**config.mk**
```make
export PLATFORM = sky130hd
export DESIGN_NAME = assembly_source_lexer
export DESIGN_NICKNAME = d
export VERILOG_FILES = /design/src/rtl/core/asl_pkg.sv /design/src/rtl/core/asl_front.sv /design/src/rtl/core/asl_queue.sv /design/src/rtl/core/asl_back.sv /design/src/rtl/core/assembly_source_lexer.sv
export VERILOG_INCLUDE_DIRS = /design/src /design/src/rtl/core
export SDC_FILE = /design/constraint.sdc
export NUM_CORES = 1
export LEC_CHECK = 0
export BUFFER_PORTS_ARGS = -buffer_cell sky130_fd_sc_hd__buf_2
export CORE_ASPECT_RATIO = 1.25
export CORE_UTILIZATION = 55
export CTS_BUF_LIST = sky130_fd_sc_hd__clkbuf_16
export CTS_CLUSTER_DIAMETER = 60
export DETAILED_ROUTE_END_ITERATION = 16
export HOLD_SLACK_MARGIN = 0.05
export PLACE_DENSITY = 0.87
export SLEW_MARGIN = 10
export SYNTH_ARGS = -nofsm -noshare
export SYNTH_HDL_FRONTEND = slang
export SYNTH_HIERARCHICAL = 1
export SYNTH_SLANG_ARGS = --single-unit
```
**constraint.sdc**
```tcl
create_clock -name clk -period 6.6 [get_ports clk]
set_input_delay 0.33 -clock clk [delete_from_list [all_inputs] [get_ports clk]]
set_output_delay 0.33 -clock clk [all_outputs]
set_load 0.01 [all_outputs]
```
**src/rtl/core/assembly_source_lexer_defines.svh**
```systemverilog
// Assertion macros shared by the assembly source lexer modules.
`ifndef ASSEMBLY_SOURCE_LEXER_DEFINES_SVH
`define ASSEMBLY_SOURCE_LEXER_DEFINES_SVH

// Check a condition at every clock edge outside reset.
`define ASL_ASSERT_NOW(lbl, expr, msg) \
    lbl: assert property (@(posedge clk) disable iff (!rst_n) (expr)) else $error(msg);

// Check a condition in the cycle after a trigger.
`define ASL_ASSERT_NEXT(lbl, ante, cons, msg) \
    lbl: assert property (@(posedge clk) disable iff (!rst_n) (ante) |=> (cons)) else $error(msg);

`endif

```
**src/rtl/core/asl_pkg.sv**
```systemverilog
// Types, constants and character classes of the assembly source lexer.
`default_nettype none

package asl_pkg;

    typedef enum logic [3:0] {
        TT_EOF     = 4'd0,
        TT_EOL     = 4'd1,
        TT_IDENT   = 4'd2,
        TT_DIR     = 4'd3,
        TT_NUM     = 4'd4,
        TT_COLON   = 4'd5,
        TT_COMMA   = 4'd6,
        TT_QMARK   = 4'd7,
        TT_LPAREN  = 4'd8,
        TT_RPAREN  = 4'd9,
        TT_LBRACK  = 4'd10,
        TT_RBRACK  = 4'd11,
        TT_UNARY   = 4'd12,
        TT_BINARY  = 4'd13,
        TT_PM      = 4'd14,
        TT_ERROR   = 4'd15
    } tok_type_t;

    typedef enum logic [4:0] {
        M_IDLE, M_IDENT, M_DIR, M_ZERO, M_BIN, M_OCT, M_DEC, M_HEX,
        M_COMMENT, M_CR, M_BSLASH, M_BSCR,
        M_LT, M_GT, M_EQ, M_AMP, M_BAR, M_BANG
    } mode_t;

    localparam logic [7:0] CH_TAB   = 8'h09;
    localparam logic [7:0] CH_LF    = 8'h0A;
    localparam logic [7:0] CH_VT    = 8'h0B;
    localparam logic [7:0] CH_FF    = 8'h0C;
    localparam logic [7:0] CH_CR    = 8'h0D;
    localparam logic [7:0] CH_SPACE = 8'h20;

    localparam int START_W = 32;
    localparam int LEN_W   = 16;

    localparam int QDEPTH = 4;
    localparam int QPTR_W = $clog2(QDEPTH);
    localparam int QCNT_W = $clog2(QDEPTH + 1);

    typedef struct packed {
        tok_type_t            ttype;
        logic [START_W-1:0]   start;
        logic [LEN_W-1:0]     length;
        logic                 last;
    } tok_t;

    typedef struct packed {
        logic vld0;
        logic vld1;
        tok_t tok0;
        tok_t tok1;
    } q_push_t;

    typedef struct packed {
        logic      emit;
        tok_type_t ttype;
        mode_t     mode;
        logic      load;
        logic      skip_marker;
        logic      len_one;
    } idle_t;

    typedef struct packed {
        logic      emit;
        tok_type_t ttype;
        logic      use_pending;
    } flush_t;

    function automatic logic is_alpha(input logic [7:0] c);
        return (c >= "a" && c <= "z") || (c >= "A" && c <= "Z");
    endfunction

    function automatic logic is_digit(input logic [7:0] c);
        return c >= "0" && c <= "9";
    endfunction

    function automatic logic is_ident(input logic [7:0] c);
        return is_alpha(c) || is_digit(c) || c == "_" || c == "@";
    endfunction

    function automatic logic is_hex(input logic [7:0] c);
        return is_digit(c) || (c >= "a" && c <= "f") || (c >= "A" && c <= "F") || c == "_";
    endfunction

    function automatic logic is_eol(input logic [7:0] c);
        return c == CH_LF || c == CH_CR || c == CH_FF || c == CH_VT;
    endfunction

    function automatic logic absorbs(input mode_t m, input logic [7:0] c);
        logic r;
        case (m)
            M_IDENT, M_DIR: r = is_ident(c);
            M_BIN:          r = c == "0" || c == "1" || c == "_";
            M_ZERO, M_OCT:  r = (c >= "0" && c <= "7") || c == "_";
            M_DEC:          r = is_digit(c) || c == "_";
            M_HEX:          r = is_hex(c);
            default:        r = 1'b0;
        endcase
        return r;
    endfunction

    function automatic logic pair_with(input mode_t m, input logic [7:0] c);
        logic r;
        case (m)
            M_LT:           r = c == "<" || c == "=";
            M_GT:           r = c == ">" || c == "=";
            M_EQ, M_BANG:   r = c == "=";
            M_AMP:          r = c == "&";
            M_BAR:          r = c == "|";
            default:        r = 1'b0;
        endcase
        return r;
    endfunction

    function automatic flush_t flush_class(input mode_t m);
        flush_t r;
        r.emit        = 1'b1;
        r.use_pending = 1'b0;
        r.ttype       = TT_ERROR;
        case (m)
            M_IDENT:
            begin
                r.ttype       = TT_IDENT;
                r.use_pending = 1'b1;
            end
            M_DIR:
            begin
                r.ttype       = TT_DIR;
                r.use_pending = 1'b1;
            end
            M_ZERO, M_BIN, M_OCT, M_DEC, M_HEX:
            begin
                r.ttype       = TT_NUM;
                r.use_pending = 1'b1;
            end
            M_LT, M_GT, M_EQ, M_AMP, M_BAR: r.ttype = TT_BINARY;
            M_BANG:   r.ttype = TT_UNARY;
            M_CR:     r.ttype = TT_EOL;
            M_BSLASH: r.ttype = TT_ERROR;
            default:  r.emit  = 1'b0;
        endcase
        return r;
    endfunction

    function automatic idle_t idle_class(input logic [7:0] c);
        idle_t r;
        r.emit        = 1'b0;
        r.ttype       = TT_ERROR;
        r.mode        = M_IDLE;
        r.load        = 1'b0;
        r.skip_marker = 1'b0;
        r.len_one     = 1'b1;
        if (c == CH_SPACE || c == CH_TAB)
        begin
            r.emit = 1'b0;
        end
        else if (is_alpha(c) || c == "_" || c == "@")
        begin
            r.mode = M_IDENT;
            r.load = 1'b1;
        end
        else if (c >= "1" && c <= "9")
        begin
            r.mode = M_DEC;
            r.load = 1'b1;
        end
        else if (c == "." || c == "#")
        begin
            r.mode        = M_DIR;
            r.load        = 1'b1;
            r.skip_marker = 1'b1;
            r.len_one     = 1'b0;
        end
        else if (c == "0")
        begin
            r.mode = M_ZERO;
            r.load = 1'b1;
        end
        else if (c == "$")
        begin
            r.mode = M_HEX;
            r.load = 1'b1;
        end
        else if (c == ";")
        begin
            r.mode = M_COMMENT;
        end
        else if (c == "<" || c == ">" || c == "=" || c == "&" || c == "|" || c == "!"
                 || c == CH_CR || c == "\\")
        begin
            r.load = 1'b1;
            case (c)
                "<":     r.mode = M_LT;
                ">":     r.mode = M_GT;
                "=":     r.mode = M_EQ;
                "&":     r.mode = M_AMP;
                "|":     r.mode = M_BAR;
                "!":     r.mode = M_BANG;
                CH_CR:   r.mode = M_CR;
                default: r.mode = M_BSLASH;
            endcase
        end
        else
        begin
            r.emit = 1'b1;
            case (c)
                ":":                   r.ttype = TT_COLON;
                ",":                   r.ttype = TT_COMMA;
                "?":                   r.ttype = TT_QMARK;
                "(":                   r.ttype = TT_LPAREN;
                ")":                   r.ttype = TT_RPAREN;
                "[":                   r.ttype = TT_LBRACK;
                "]":                   r.ttype = TT_RBRACK;
                "~":                   r.ttype = TT_UNARY;
                "+", "-":              r.ttype = TT_PM;
                "*", "/", "%", "^":    r.ttype = TT_BINARY;
                CH_LF, CH_FF, CH_VT:   r.ttype = TT_EOL;
                default:               r.ttype = TT_ERROR;
            endcase
        end
        return r;
    endfunction

endpackage

`default_nettype wire

```
**src/rtl/core/asl_front.sv**
```systemverilog
// Lexer front end: accepts source bytes, steps the token state machine, pushes descriptors.
`default_nettype none
`include "assembly_source_lexer_defines.svh"

module asl_front #(
    parameter int LENGTH_WIDTH = 16,
    parameter int OFFSET_WIDTH = 32
) (
    input  wire logic                clk,
    input  wire logic                rst_n,
    input  wire logic                in_valid,
    output logic                     in_ready,
    input  wire logic [7:0]          char_code,
    input  wire logic                end_of_input,
    input  wire logic                q_room,
    output asl_pkg::q_push_t         push
);

    localparam int OW_EXT = (OFFSET_WIDTH > asl_pkg::START_W) ? OFFSET_WIDTH : asl_pkg::START_W;
    localparam int LW_EXT = (LENGTH_WIDTH > asl_pkg::LEN_W) ? LENGTH_WIDTH : asl_pkg::LEN_W;
    localparam logic [LENGTH_WIDTH-1:0] LEN_SAT = '1;

    asl_pkg::mode_t              mode_reg, mode_next;
    logic [OFFSET_WIDTH-1:0]     pstart_reg, pstart_next;
    logic [LENGTH_WIDTH-1:0]     plen_reg, plen_next;
    logic [OFFSET_WIDTH-1:0]     offset_reg, offset_next;

    logic                        accept;
    asl_pkg::idle_t              ic;
    asl_pkg::flush_t             fl;
    logic                        idle_en;
    logic                        flush_en;
    logic                        pair_en;
    logic                        generic;
    logic                        grow;
    asl_pkg::tok_type_t          pair_type;
    logic                        a_vld;
    logic                        b_vld;
    asl_pkg::tok_t               tok_a;
    asl_pkg::tok_t               tok_b;
    logic [OW_EXT-1:0]           ps_ext;
    logic [OW_EXT-1:0]           pos_ext;
    logic [LW_EXT-1:0]           len_ext;
    logic [asl_pkg::START_W-1:0] ps32;
    logic [asl_pkg::START_W-1:0] pos32;
    logic [asl_pkg::LEN_W-1:0]   plen16;

    assign in_ready = q_room;
    assign accept   = in_valid && q_room;

    assign ps_ext  = OW_EXT'(pstart_reg);
    assign pos_ext = OW_EXT'(offset_reg);
    assign len_ext = LW_EXT'(plen_reg);
    assign ps32    = ps_ext[asl_pkg::START_W-1:0];
    assign pos32   = pos_ext[asl_pkg::START_W-1:0];
    assign plen16  = (len_ext > LW_EXT'({asl_pkg::LEN_W{1'b1}})) ? {asl_pkg::LEN_W{1'b1}}
                                                                : len_ext[asl_pkg::LEN_W-1:0];

    assign ic = asl_pkg::idle_class(char_code);
    assign fl = asl_pkg::flush_class(mode_reg);

    always_comb
    begin
        mode_next = mode_reg;
        idle_en   = 1'b0;
        generic   = 1'b0;
        pair_en   = 1'b0;
        grow      = 1'b0;
        pair_type = asl_pkg::TT_BINARY;
        case (mode_reg)
            asl_pkg::M_IDLE:
            begin
                idle_en = 1'b1;
            end
            asl_pkg::M_COMMENT:
            begin
                idle_en = asl_pkg::is_eol(char_code);
            end
            asl_pkg::M_BSLASH:
            begin
                if (char_code == asl_pkg::CH_CR)
                begin
                    mode_next = asl_pkg::M_BSCR;
                end
                else if (asl_pkg::is_eol(char_code))
                begin
                    mode_next = asl_pkg::M_IDLE;
                end
                else
                begin
                    generic = 1'b1;
                end
            end
            asl_pkg::M_BSCR:
            begin
                mode_next = asl_pkg::M_IDLE;
                idle_en   = char_code != asl_pkg::CH_LF;
            end
            asl_pkg::M_CR:
            begin
                if (char_code == asl_pkg::CH_LF)
                begin
                    pair_en   = 1'b1;
                    pair_type = asl_pkg::TT_EOL;
                    mode_next = asl_pkg::M_IDLE;
                end
                else
                begin
                    generic = 1'b1;
                end
            end
            asl_pkg::M_LT, asl_pkg::M_GT, asl_pkg::M_EQ,
            asl_pkg::M_AMP, asl_pkg::M_BAR, asl_pkg::M_BANG:
            begin
                if (asl_pkg::pair_with(mode_reg, char_code))
                begin
                    pair_en   = 1'b1;
                    mode_next = asl_pkg::M_IDLE;
                end
                else
                begin
                    generic = 1'b1;
                end
            end
            asl_pkg::M_ZERO:
            begin
                if (char_code == "b")
                begin
                    mode_next = asl_pkg::M_BIN;
                    grow      = 1'b1;
                end
                else if (char_code == "x")
                begin
                    mode_next = asl_pkg::M_HEX;
                    grow      = 1'b1;
                end
                else
                begin
                    generic = 1'b1;
                end
            end
            default:
            begin
                generic = 1'b1;
            end
        endcase

        flush_en = 1'b0;
        if (generic)
        begin
            if (asl_pkg::absorbs(mode_reg, char_code))
            begin
                grow = 1'b1;
                if (mode_reg == asl_pkg::M_ZERO)
                begin
                    mode_next = asl_pkg::M_OCT;
                end
            end
            else
            begin
                flush_en = 1'b1;
                idle_en  = 1'b1;
            end
        end

        if (idle_en)
        begin
            mode_next = ic.mode;
        end
        if (end_of_input)
        begin
            mode_next = asl_pkg::M_IDLE;
        end
    end

    always_comb
    begin
        pstart_next = pstart_reg;
        plen_next   = plen_reg;
        offset_next = offset_reg;
        if (accept)
        begin
            if (end_of_input)
            begin
                pstart_next = '0;
                plen_next   = '0;
                offset_next = '0;
            end
            else
            begin
                offset_next = offset_reg + OFFSET_WIDTH'(1);
                if (idle_en && ic.load)
                begin
                    pstart_next = offset_reg + OFFSET_WIDTH'(ic.skip_marker);
                    plen_next   = LENGTH_WIDTH'(ic.len_one);
                end
                else if (grow && plen_reg != LEN_SAT)
                begin
                    plen_next = plen_reg + LENGTH_WIDTH'(1);
                end
            end
        end
    end

    always_comb
    begin
        a_vld        = (end_of_input || flush_en) ? fl.emit : pair_en;
        tok_a.ttype  = (pair_en && !end_of_input) ? pair_type : fl.ttype;
        tok_a.start  = ps32;
        tok_a.length = (pair_en && !end_of_input) ? asl_pkg::LEN_W'(2)
                     : (fl.use_pending ? plen16 : asl_pkg::LEN_W'(1));
        tok_a.last   = 1'b0;

        b_vld        = end_of_input || (idle_en && ic.emit);
        tok_b.ttype  = end_of_input ? asl_pkg::TT_EOF : ic.ttype;
        tok_b.start  = pos32;
        tok_b.length = end_of_input ? '0 : asl_pkg::LEN_W'(1);
        tok_b.last   = 1'b1;

        push.vld0      = accept && (a_vld || b_vld);
        push.vld1      = accept && a_vld && b_vld;
        push.tok0      = a_vld ? tok_a : tok_b;
        push.tok0.last = !(a_vld && b_vld);
        push.tok1      = tok_b;
    end

    always_ff @(posedge clk or negedge rst_n)
    begin
        if (!rst_n)
        begin
            mode_reg   <= asl_pkg::M_IDLE;
            pstart_reg <= '0;
            plen_reg   <= '0;
            offset_reg <= '0;
        end
        else
        begin
            if (accept)
            begin
                mode_reg <= mode_next;
            end
            pstart_reg <= pstart_next;
            plen_reg   <= plen_next;
            offset_reg <= offset_next;
        end
    end

    `ASL_ASSERT_NEXT(a_eof_clears, accept && end_of_input, offset_reg == '0 && mode_reg == asl_pkg::M_IDLE && plen_reg == '0, "end of input did not clear lexer state")

endmodule

`default_nettype wire

```
**src/rtl/core/asl_queue.sv**
```systemverilog
// Token queue between lexer front end and output stage: two pushes, one pop per cycle.
`default_nettype none
`include "assembly_source_lexer_defines.svh"

module asl_queue (
    input  wire logic             clk,
    input  wire logic             rst_n,
    input  wire asl_pkg::q_push_t push,
    output logic                  room,
    output logic                  head_vld,
    output asl_pkg::tok_t         head,
    input  wire logic             pop
);

    asl_pkg::tok_t                 mem [asl_pkg::QDEPTH];
    logic [asl_pkg::QPTR_W-1:0]    wp_reg, wp_next;
    logic [asl_pkg::QPTR_W-1:0]    rp_reg, rp_next;
    logic [asl_pkg::QCNT_W-1:0]    count_reg, count_next;
    logic [asl_pkg::QPTR_W-1:0]    wp_inc;
    logic [asl_pkg::QCNT_W-1:0]    push_n;

    assign wp_inc   = wp_reg + asl_pkg::QPTR_W'(1);
    assign push_n   = asl_pkg::QCNT_W'(push.vld0) + asl_pkg::QCNT_W'(push.vld1);
    assign room     = count_reg <= asl_pkg::QCNT_W'(asl_pkg::QDEPTH - 2);
    assign head_vld = count_reg != '0;
    assign head     = mem[rp_reg];

    always_comb
    begin
        wp_next    = wp_reg + asl_pkg::QPTR_W'(push_n);
        rp_next    = rp_reg + asl_pkg::QPTR_W'(pop);
        count_next = count_reg + push_n - asl_pkg::QCNT_W'(pop);
    end

    always_ff @(posedge clk)
    begin
        if (push.vld0)
        begin
            mem[wp_reg] <= push.tok0;
        end
        if (push.vld1)
        begin
            mem[wp_inc] <= push.tok1;
        end
    end

    always_ff @(posedge clk or negedge rst_n)
    begin
        if (!rst_n)
        begin
            wp_reg    <= '0;
            rp_reg    <= '0;
            count_reg <= '0;
        end
        else
        begin
            wp_reg    <= wp_next;
            rp_reg    <= rp_next;
            count_reg <= count_next;
        end
    end

    `ASL_ASSERT_NOW(a_no_overfill, count_reg <= asl_pkg::QCNT_W'(asl_pkg::QDEPTH), "token queue overfilled")
    `ASL_ASSERT_NOW(a_push_has_room, !push.vld0 || room, "push into queue without room")
    `ASL_ASSERT_NOW(a_pop_nonempty, !pop || head_vld, "pop from empty token queue")
    `ASL_ASSERT_NOW(a_pair_order, !push.vld1 || (push.vld0 && push.tok1.last && !push.tok0.last), "second token of a byte misordered")

endmodule

`default_nettype wire

```
**src/rtl/core/asl_back.sv**
```systemverilog
// Output stage: drains the token queue into a registered stream transaction.
`default_nettype none

module asl_back (
    input  wire logic             clk,
    input  wire logic             rst_n,
    input  wire logic             head_vld,
    input  wire asl_pkg::tok_t    head,
    output logic                  pop,
    output logic                  out_valid,
    input  wire logic             out_ready,
    output asl_pkg::tok_t         out_tok
);

    logic          vld_reg, vld_next;
    asl_pkg::tok_t tok_reg;

    assign pop       = head_vld && (!vld_reg || out_ready);
    assign out_valid = vld_reg;
    assign out_tok   = tok_reg;

    always_comb
    begin
        vld_next = vld_reg;
        if (pop)
        begin
            vld_next = 1'b1;
        end
        else if (out_ready)
        begin
            vld_next = 1'b0;
        end
    end

    always_ff @(posedge clk)
    begin
        if (pop)
        begin
            tok_reg <= head;
        end
    end

    always_ff @(posedge clk or negedge rst_n)
    begin
        if (!rst_n)
        begin
            vld_reg <= 1'b0;
        end
        else
        begin
            vld_reg <= vld_next;
        end
    end

endmodule

`default_nettype wire

```
**src/rtl/core/assembly_source_lexer.sv**
```systemverilog
// Top level of the assembly source lexer: byte stream in, token descriptor stream out.
//
// Input channel (s_*): one source byte per transaction in s_tdata; s_tuser set marks
// end of input, which flushes the pending token, emits an EOF token and restarts
// offsets at zero for the next source.
// Output channel (m_*): one token descriptor per transaction; m_tlast marks the last
// token caused by one input transaction. A byte yields zero, one or two tokens.
// Throughput: one input transaction per cycle while bytes yield at most one token each
// and m_tready stays high; the output moves one token per cycle while m_tready is high,
// so bytes that yield two tokens slow the input to the output rate. The lexer state
// machine steps once per accepted byte. Path: a token completed by an input transaction
// is pushed into the token queue by the front-end step and then moved into the output
// register, which drives the output channel.
// Backpressure: a four-entry token queue sits between the front end and the output
// register; s_tready drops when fewer than two entries are free, so a stalled
// receiver stalls the source and nothing is lost.
// Reset: asynchronous, active low; clears the lexer state, byte offset and queue.
`default_nettype none

module assembly_source_lexer #(
    parameter int LENGTH_WIDTH = 16,
    parameter int OFFSET_WIDTH = 32
) (
    input  wire logic         clk,
    input  wire logic         rst_n,
    input  wire logic         s_tvalid,
    output logic              s_tready,
    input  wire logic [7:0]   s_tdata,   // [7:0] char_code
    input  wire logic         s_tuser,   // [0] end_of_input
    output logic              m_tvalid,
    input  wire logic         m_tready,
    output logic [55:0]       m_tdata,   // [3:0] token_type, [35:4] token_start,
                                         // [51:36] token_length, [55:52] zero
    output logic              m_tlast
);

    asl_pkg::q_push_t push;
    logic             room;
    logic             head_vld;
    asl_pkg::tok_t    head;
    logic             pop;
    asl_pkg::tok_t    out_tok;

    asl_front #(
        .LENGTH_WIDTH (LENGTH_WIDTH),
        .OFFSET_WIDTH (OFFSET_WIDTH)
    ) u_front (
        .clk          (clk),
        .rst_n        (rst_n),
        .in_valid     (s_tvalid),
        .in_ready     (s_tready),
        .char_code    (s_tdata),
        .end_of_input (s_tuser),
        .q_room       (room),
        .push         (push)
    );

    asl_queue u_queue (
        .clk      (clk),
        .rst_n    (rst_n),
        .push     (push),
        .room     (room),
        .head_vld (head_vld),
        .head     (head),
        .pop      (pop)
    );

    asl_back u_back (
        .clk       (clk),
        .rst_n     (rst_n),
        .head_vld  (head_vld),
        .head      (head),
        .pop       (pop),
        .out_valid (m_tvalid),
        .out_ready (m_tready),
        .out_tok   (out_tok)
    );

    assign m_tdata = {4'b0000, out_tok.length, out_tok.start, out_tok.ttype};
    assign m_tlast = out_tok.last;

endmodule

`default_nettype wire
```
======== After elaboration in Yosys (flattened, before gate mapping) ========
Memory sizes are Yosys's and may differ from the RTL's. A register that Yosys moved wholly into a read port is not among the register bits.
Index checks and enable logic that the tools add are counted.
Widths: inputs -> output; s select.
cells by class
  muxes and demuxes ....................... 83
  equal/unequal tests ..................... 56
  magnitude comparators ................... 12
  reductions and logical operators ........ 70
  $add $sub $neg .......................... 9
operators by type and width
  cell                   count
  $eq 8x6->1 const B     22
  $mux 16                6
  $mux 32                3
  $mux 5                 19
  $eq 8x7->1 const B     10
  $mux 53                1
  $pmux 4 s11            1
  $eq 5x4->1 const B     8
  $eq 8x4->1 const B     5
  $mux 6                 6
  $pmux 5 s7             1
  $add 32x1->32          1
  $add 32x1->32 const B  1
  $le 8x7->1 const B     4
  $logic_or 1x1->1       31
  $mux 1                 31
  $pmux 5 s5             1
  $pmux 4 s6             1
  $eq 5x3->1 const B     4
  $logic_and 1x1->1      17
  $add 16x1->16 const B  1
  $ge 8x6->1 const B     2
  $ge 8x7->1 const B     2
  $gt 16x16->1 const B   1
  31 further kinds       51
word-level totals
  memories kept ........................... 1
  RAM bits ................................ 212
  output and inout bits ................... 59
  flip-flop bits (word level) ............. 93
  logic and storage cells ................. 239
memory list
  name         words  bits a word  rd ports  clocked after Yosys merged registers in  write ports  line             source
  u_queue.mem  4      53           1         1                                        2            asl_queue.sv:15  asl_pkg::tok_t mem [asl_pkg::QDEPTH];

======== Logic depth before layout (Yosys ltp) ========
  depth after elaboration ................. 23
  gate-level depth with buffers ........... 20
  depth with buffers taken out ............ 17

======== Hierarchy ========
The synthesis kept the hierarchy.
modules (own cells, without submodules)
  module                 sequential area each (µm²)  times used  cells an instance  area an instance (µm²)
  asl_queue              6541.3                      1           551                10676.5
  asl_front              2127.0                      1           820                6772.7
  asl_back               1616.6                      1           57                 1635.3
  assembly_source_lexer  0.0                         1           5                  33.8

======== Worst setup path after synthesis ========
OpenSTA, ideal clock, no wires.
  path kind ............................... input-to-reg
  from .................................... input port s_tdata[3]
  to ...................................... memory u_queue/mem[0][0] (netlist name) (enable)
  slack ................................... -0.694 ns
  data arrival time ....................... 6.757 ns
  stages .................................. 12
  path through ............................ buf_2 > or4b_2 > o31ai_2 > nor3_1 > nor4_2 > o41a_1 > or2_2 > clkbuf_1 > a31oi_1 > a21oi_1 > nand2b_1 > o21ai_0
RTL lines
  what                line                         source
  start: declaration  assembly_source_lexer.sv:28  input wire logic [7:0] s_tdata,
  end: declaration    asl_queue.sv:15

==> run metrics <==
count of nets after finishing 1465; vias in the first global route 12.4k; via/cell ratio 6.30; via count 12.2k; power share of the sequential group 45.4%; startpoint kind of the worst setup timing path flip-flop; number of sinks driven by the clock tree 358; list of most frequent post-synthesis cells 265 x sky130_fd_sc_hd__edfxtp_1, 207 x sky130_fd_sc_hd__mux2_2, 93 x sky130_fd_sc_hd__dfrtp_1, 78 x sky130_fd_sc_hd__nor2_1, 71 x sky130_fd_sc_hd__nand2_1; instance count of the mapped netlist 1433; portion of total power attributed to the clock network 25.0%; Max Fanout on Critical Path 16; post-detail-place hpwl 25900 um; Max Freq 0.186 GHz; leading post-synthesis cells by cell area sky130_fd_sc_hd__edfxtp_1 42%, sky130_fd_sc_hd__mux2_2 12%, sky130_fd_sc_hd__dfrtp_1 12%; placeable core region 0.0343 mm^2; Mean Syn Cell Area 13.3 um^2; total gr overflow 0; Rows 76; result of the run complete, no violations; async set or reset register ratio after synthesis 26.0%; number of max-capacitance violations reported 0; register containing the most flip-flops in the final layout u_queue/mem; number of distinct library cells after synthesis 85; routed length per instance 22.1 um; Critical Path End Type flip-flop; final cycle utilization of the critical path 81.4%; RD Place Congestion 0.899; fraction of final layout cells sized beyond drive strength 1 31.3%; switching part of the total power 31.8%; root buf cell sky130_fd_sc_hd__clkbuf_16; Multi-input gate area 0.00811 mm^2; pin count of the biggest net entering global routing 75; total wirelength of the detailed-routed design 42800 um; overall die area 0.0355 mm^2; Max-Slew Margin vs Limit 33.7%; clock network latency to the later pin of the worst-skew pair 0.59 ns; Combinational Power Share 29.6%; Fill cells 2522; cell internal pwr 0.00508 W; overall track demand over capacity in global routing 24.4%; proportion of synthesized chip area in sequential cells 53.8%; Total Negative Setup Slacks 0 ns; number of routed nets with antenna violations 0; switching pwr 0.00237 W; synthesis-to-layout area growth 7.91%; setup slack of the critical path after layout 1.23 ns; number of synthesized flops with an enable pin 265; CP Data Required Time 7.09 ns; Post-CTS Repair Setup Buffers 0; first-iteration detailed-routing DRC count 1159; proportion of netlist area held by the largest area contributor 41.6%; final routed DRC violation total 0; worst hold path type primary input to async pin; number of flip-flops under the largest register name 212; maximum VDD drop 0.220 mV; Syn. warnings 6; height of the die 210 um; netlist area before placement 0.0191 mm^2; total of flip-flops plus latches after synthesis 358; number of detailed-routing iterations run before antenna repair 5; chip width 169 um; most instantiated library cell after synthesis sky130_fd_sc_hd__edfxtp_1; leading area contributor after synthesis sky130_fd_sc_hd__edfxtp_1; antenna cells 0; Slew @ Worst Pin 0.994 ns; Static Leak 7.64 nW; effective utilization at floorplan 55.7%; initial antenna violation count 0; Fin. Hold Viols 0; crit path time final 5.37 ns; final worst clock skew 0.0317 ns; Final Setup Violations 0; CTS H-tree lvls 1; first-pass GRT wire length 68100 um; number of I/O pins 72; Port-buffer cells 67; Setup Crit Path Kind flip-flop to flip-flop; worst setup slack before clock tree synthesis 1.31 ns; TritonCTS buffer count 31; Register Area 0.0103 mm^2; Post-synth top flop sky130_fd_sc_hd__edfxtp_1; TritonCTS clock tree built; RSZ-0062 raised after global routing no; pwr dens 361 mW/mm^2; CTS Buffer Depth 3; Resized Gates After CTS 0; Max Transition Viols Final 0; Worst-path clk slew 0.07 ns; arrival time at the worst endpoint 5.86 ns
worst max-delay path: stages (launching register included):
cell,delay (ns)
sky130_fd_sc_hd__dfrtp_1,0.59
sky130_fd_sc_hd__and2_1,0.35
sky130_fd_sc_hd__o21ai_0,0.47
sky130_fd_sc_hd__o22ai_1,0.21
sky130_fd_sc_hd__nor4_2,0.65
sky130_fd_sc_hd__o41a_1,0.42
sky130_fd_sc_hd__o2111a_1,0.42
sky130_fd_sc_hd__nor2_1,0.18
sky130_fd_sc_hd__a21oi_1,0.39
sky130_fd_sc_hd__ha_1,0.36
sky130_fd_sc_hd__inv_1,0.08
sky130_fd_sc_hd__ha_1,0.22
sky130_fd_sc_hd__inv_1,0.05
sky130_fd_sc_hd__ha_1,0.13
sky130_fd_sc_hd__inv_1,0.05
sky130_fd_sc_hd__fa_1,0.38
sky130_fd_sc_hd__xor2_1,0.20
sky130_fd_sc_hd__xnor2_1,0.15
cell usage in the layout (no fill, tap or decap), types with 22 or more instances in the layout:
master | Yosys | layout
sky130_fd_sc_hd__a21oi_1 | 29 | 29
sky130_fd_sc_hd__o31ai_1 | 46 | 46
sky130_fd_sc_hd__nand4_1 | 35 | 35
sky130_fd_sc_hd__buf_2 | 21 | 66
sky130_fd_sc_hd__nand3_1 | 69 | 69
sky130_fd_sc_hd__nor2_1 | 78 | 77
sky130_fd_sc_hd__edfxtp_1 | 265 | 265
sky130_fd_sc_hd__dfrtp_1 | 93 | 91
sky130_fd_sc_hd__mux4_2 | 53 | 53
sky130_fd_sc_hd__xnor2_1 | 26 | 26
sky130_fd_sc_hd__and2_1 | 25 | 24
sky130_fd_sc_hd__mux2_2 | 207 | 207
sky130_fd_sc_hd__xor2_1 | 36 | 36
sky130_fd_sc_hd__mux2_4 | 31 | 31
sky130_fd_sc_hd__clkbuf_16 | 0 | 31
sky130_fd_sc_hd__o21ai_0 | 34 | 31
sky130_fd_sc_hd__nand2_1 | 71 | 71
sky130_fd_sc_hd__buf_4 | 29 | 22
worst paths after layout:
check                               startpoint                     to  slack (ns)  cells past startpoint
hold / removal                           rst_n       u_back/out_valid        0.33                      2
max in group asynchronous                rst_n      u_queue/rp_reg[1]        5.16                      3
min in group clk                      s_tvalid  u_front/offset_reg[0]        0.39                      4
setup / recovery           u_front/mode_reg[1]   u_queue/count_reg[2]        1.23                     17
hold reg to reg            u_front/len_ext[14]    u_front/len_ext[14]        0.50                      1
setup reg to reg           u_front/mode_reg[1]   u_queue/count_reg[2]        1.23                     17
per-stage QoR:
step | hold WS (ns) | utilization (%) | total power [W] | instance area (um^2) | instances
after floorplan | 0.0344 | - | 0.00499 | 19200 | 1450
after global placement | 0.401 | 57.0 | 0.00553 | 19600 | 1874
after detailed placement | 0.401 | 57.0 | 0.00562 | 19600 | 1874
after CTS | 0.350 | 60.1 | 0.00749 | 20600 | 1933
after global routing | 0.399 | 60.1 | 0.00778 | 20600 | 1933
final | 0.329 | 60.1 | 0.00745 | 20600 | 1933
timing repair:
item,CTS,global route
hold endpoints to repair,51,0
setup endpoints to repair,0,0
hold buffers,2,0
metal layers:
metal	part of all wire (%)	global-route usage, %	wire length [um]
met5	0	0	0
met4	3.6	9.62	1560
met3	6.0	2.82	2580
met2	51	42.6	21900
met1	39	31.1	16800
cell type report:
class                           count  share of cell area, %
Clock inverter                     26                   1.26
Sequential cell                   358                   49.9
Tap cell                          468                   2.84
Inverter                           15                  0.273
Timing Repair Buffer               92                   2.69
Multi-Input combinational cell    943                   39.3
Clock buffer                       31                   3.76
power groups by stage:
stage / Sequential (W) / Clock (W) / Combinational, W
floorplan: 0.00331 / 0 / 0.00168
global route: 0.00344 / 0.00197 / 0.00237
global placement: 0.00340 / 0 / 0.00213
finish: 0.00339 / 0.00186 / 0.00221
detailed placement: 0.00343 / 0 / 0.00219
CTS: 0.00339 / 0.00189 / 0.00222
cells by family (layout without fill, tap and decap cells):
family / count (synthesis) / count (layout) / synth area share (%)
adder cells (fa/ha/maj): 11 / 11 / 0.759
flip-flops: 358 / 358 / 53.8
AND/OR/NAND/NOR: 383 / 383 / 10.7
AO/OA/AOI/OAI: 165 / 165 / 5.90
other: 3 / 20 / 0.0589
buffers and inverters: 149 / 164 / 4.44
XOR/XNOR: 62 / 62 / 2.84
multiplexers: 302 / 302 / 21.5
Power figures use the tool's default switching activity.
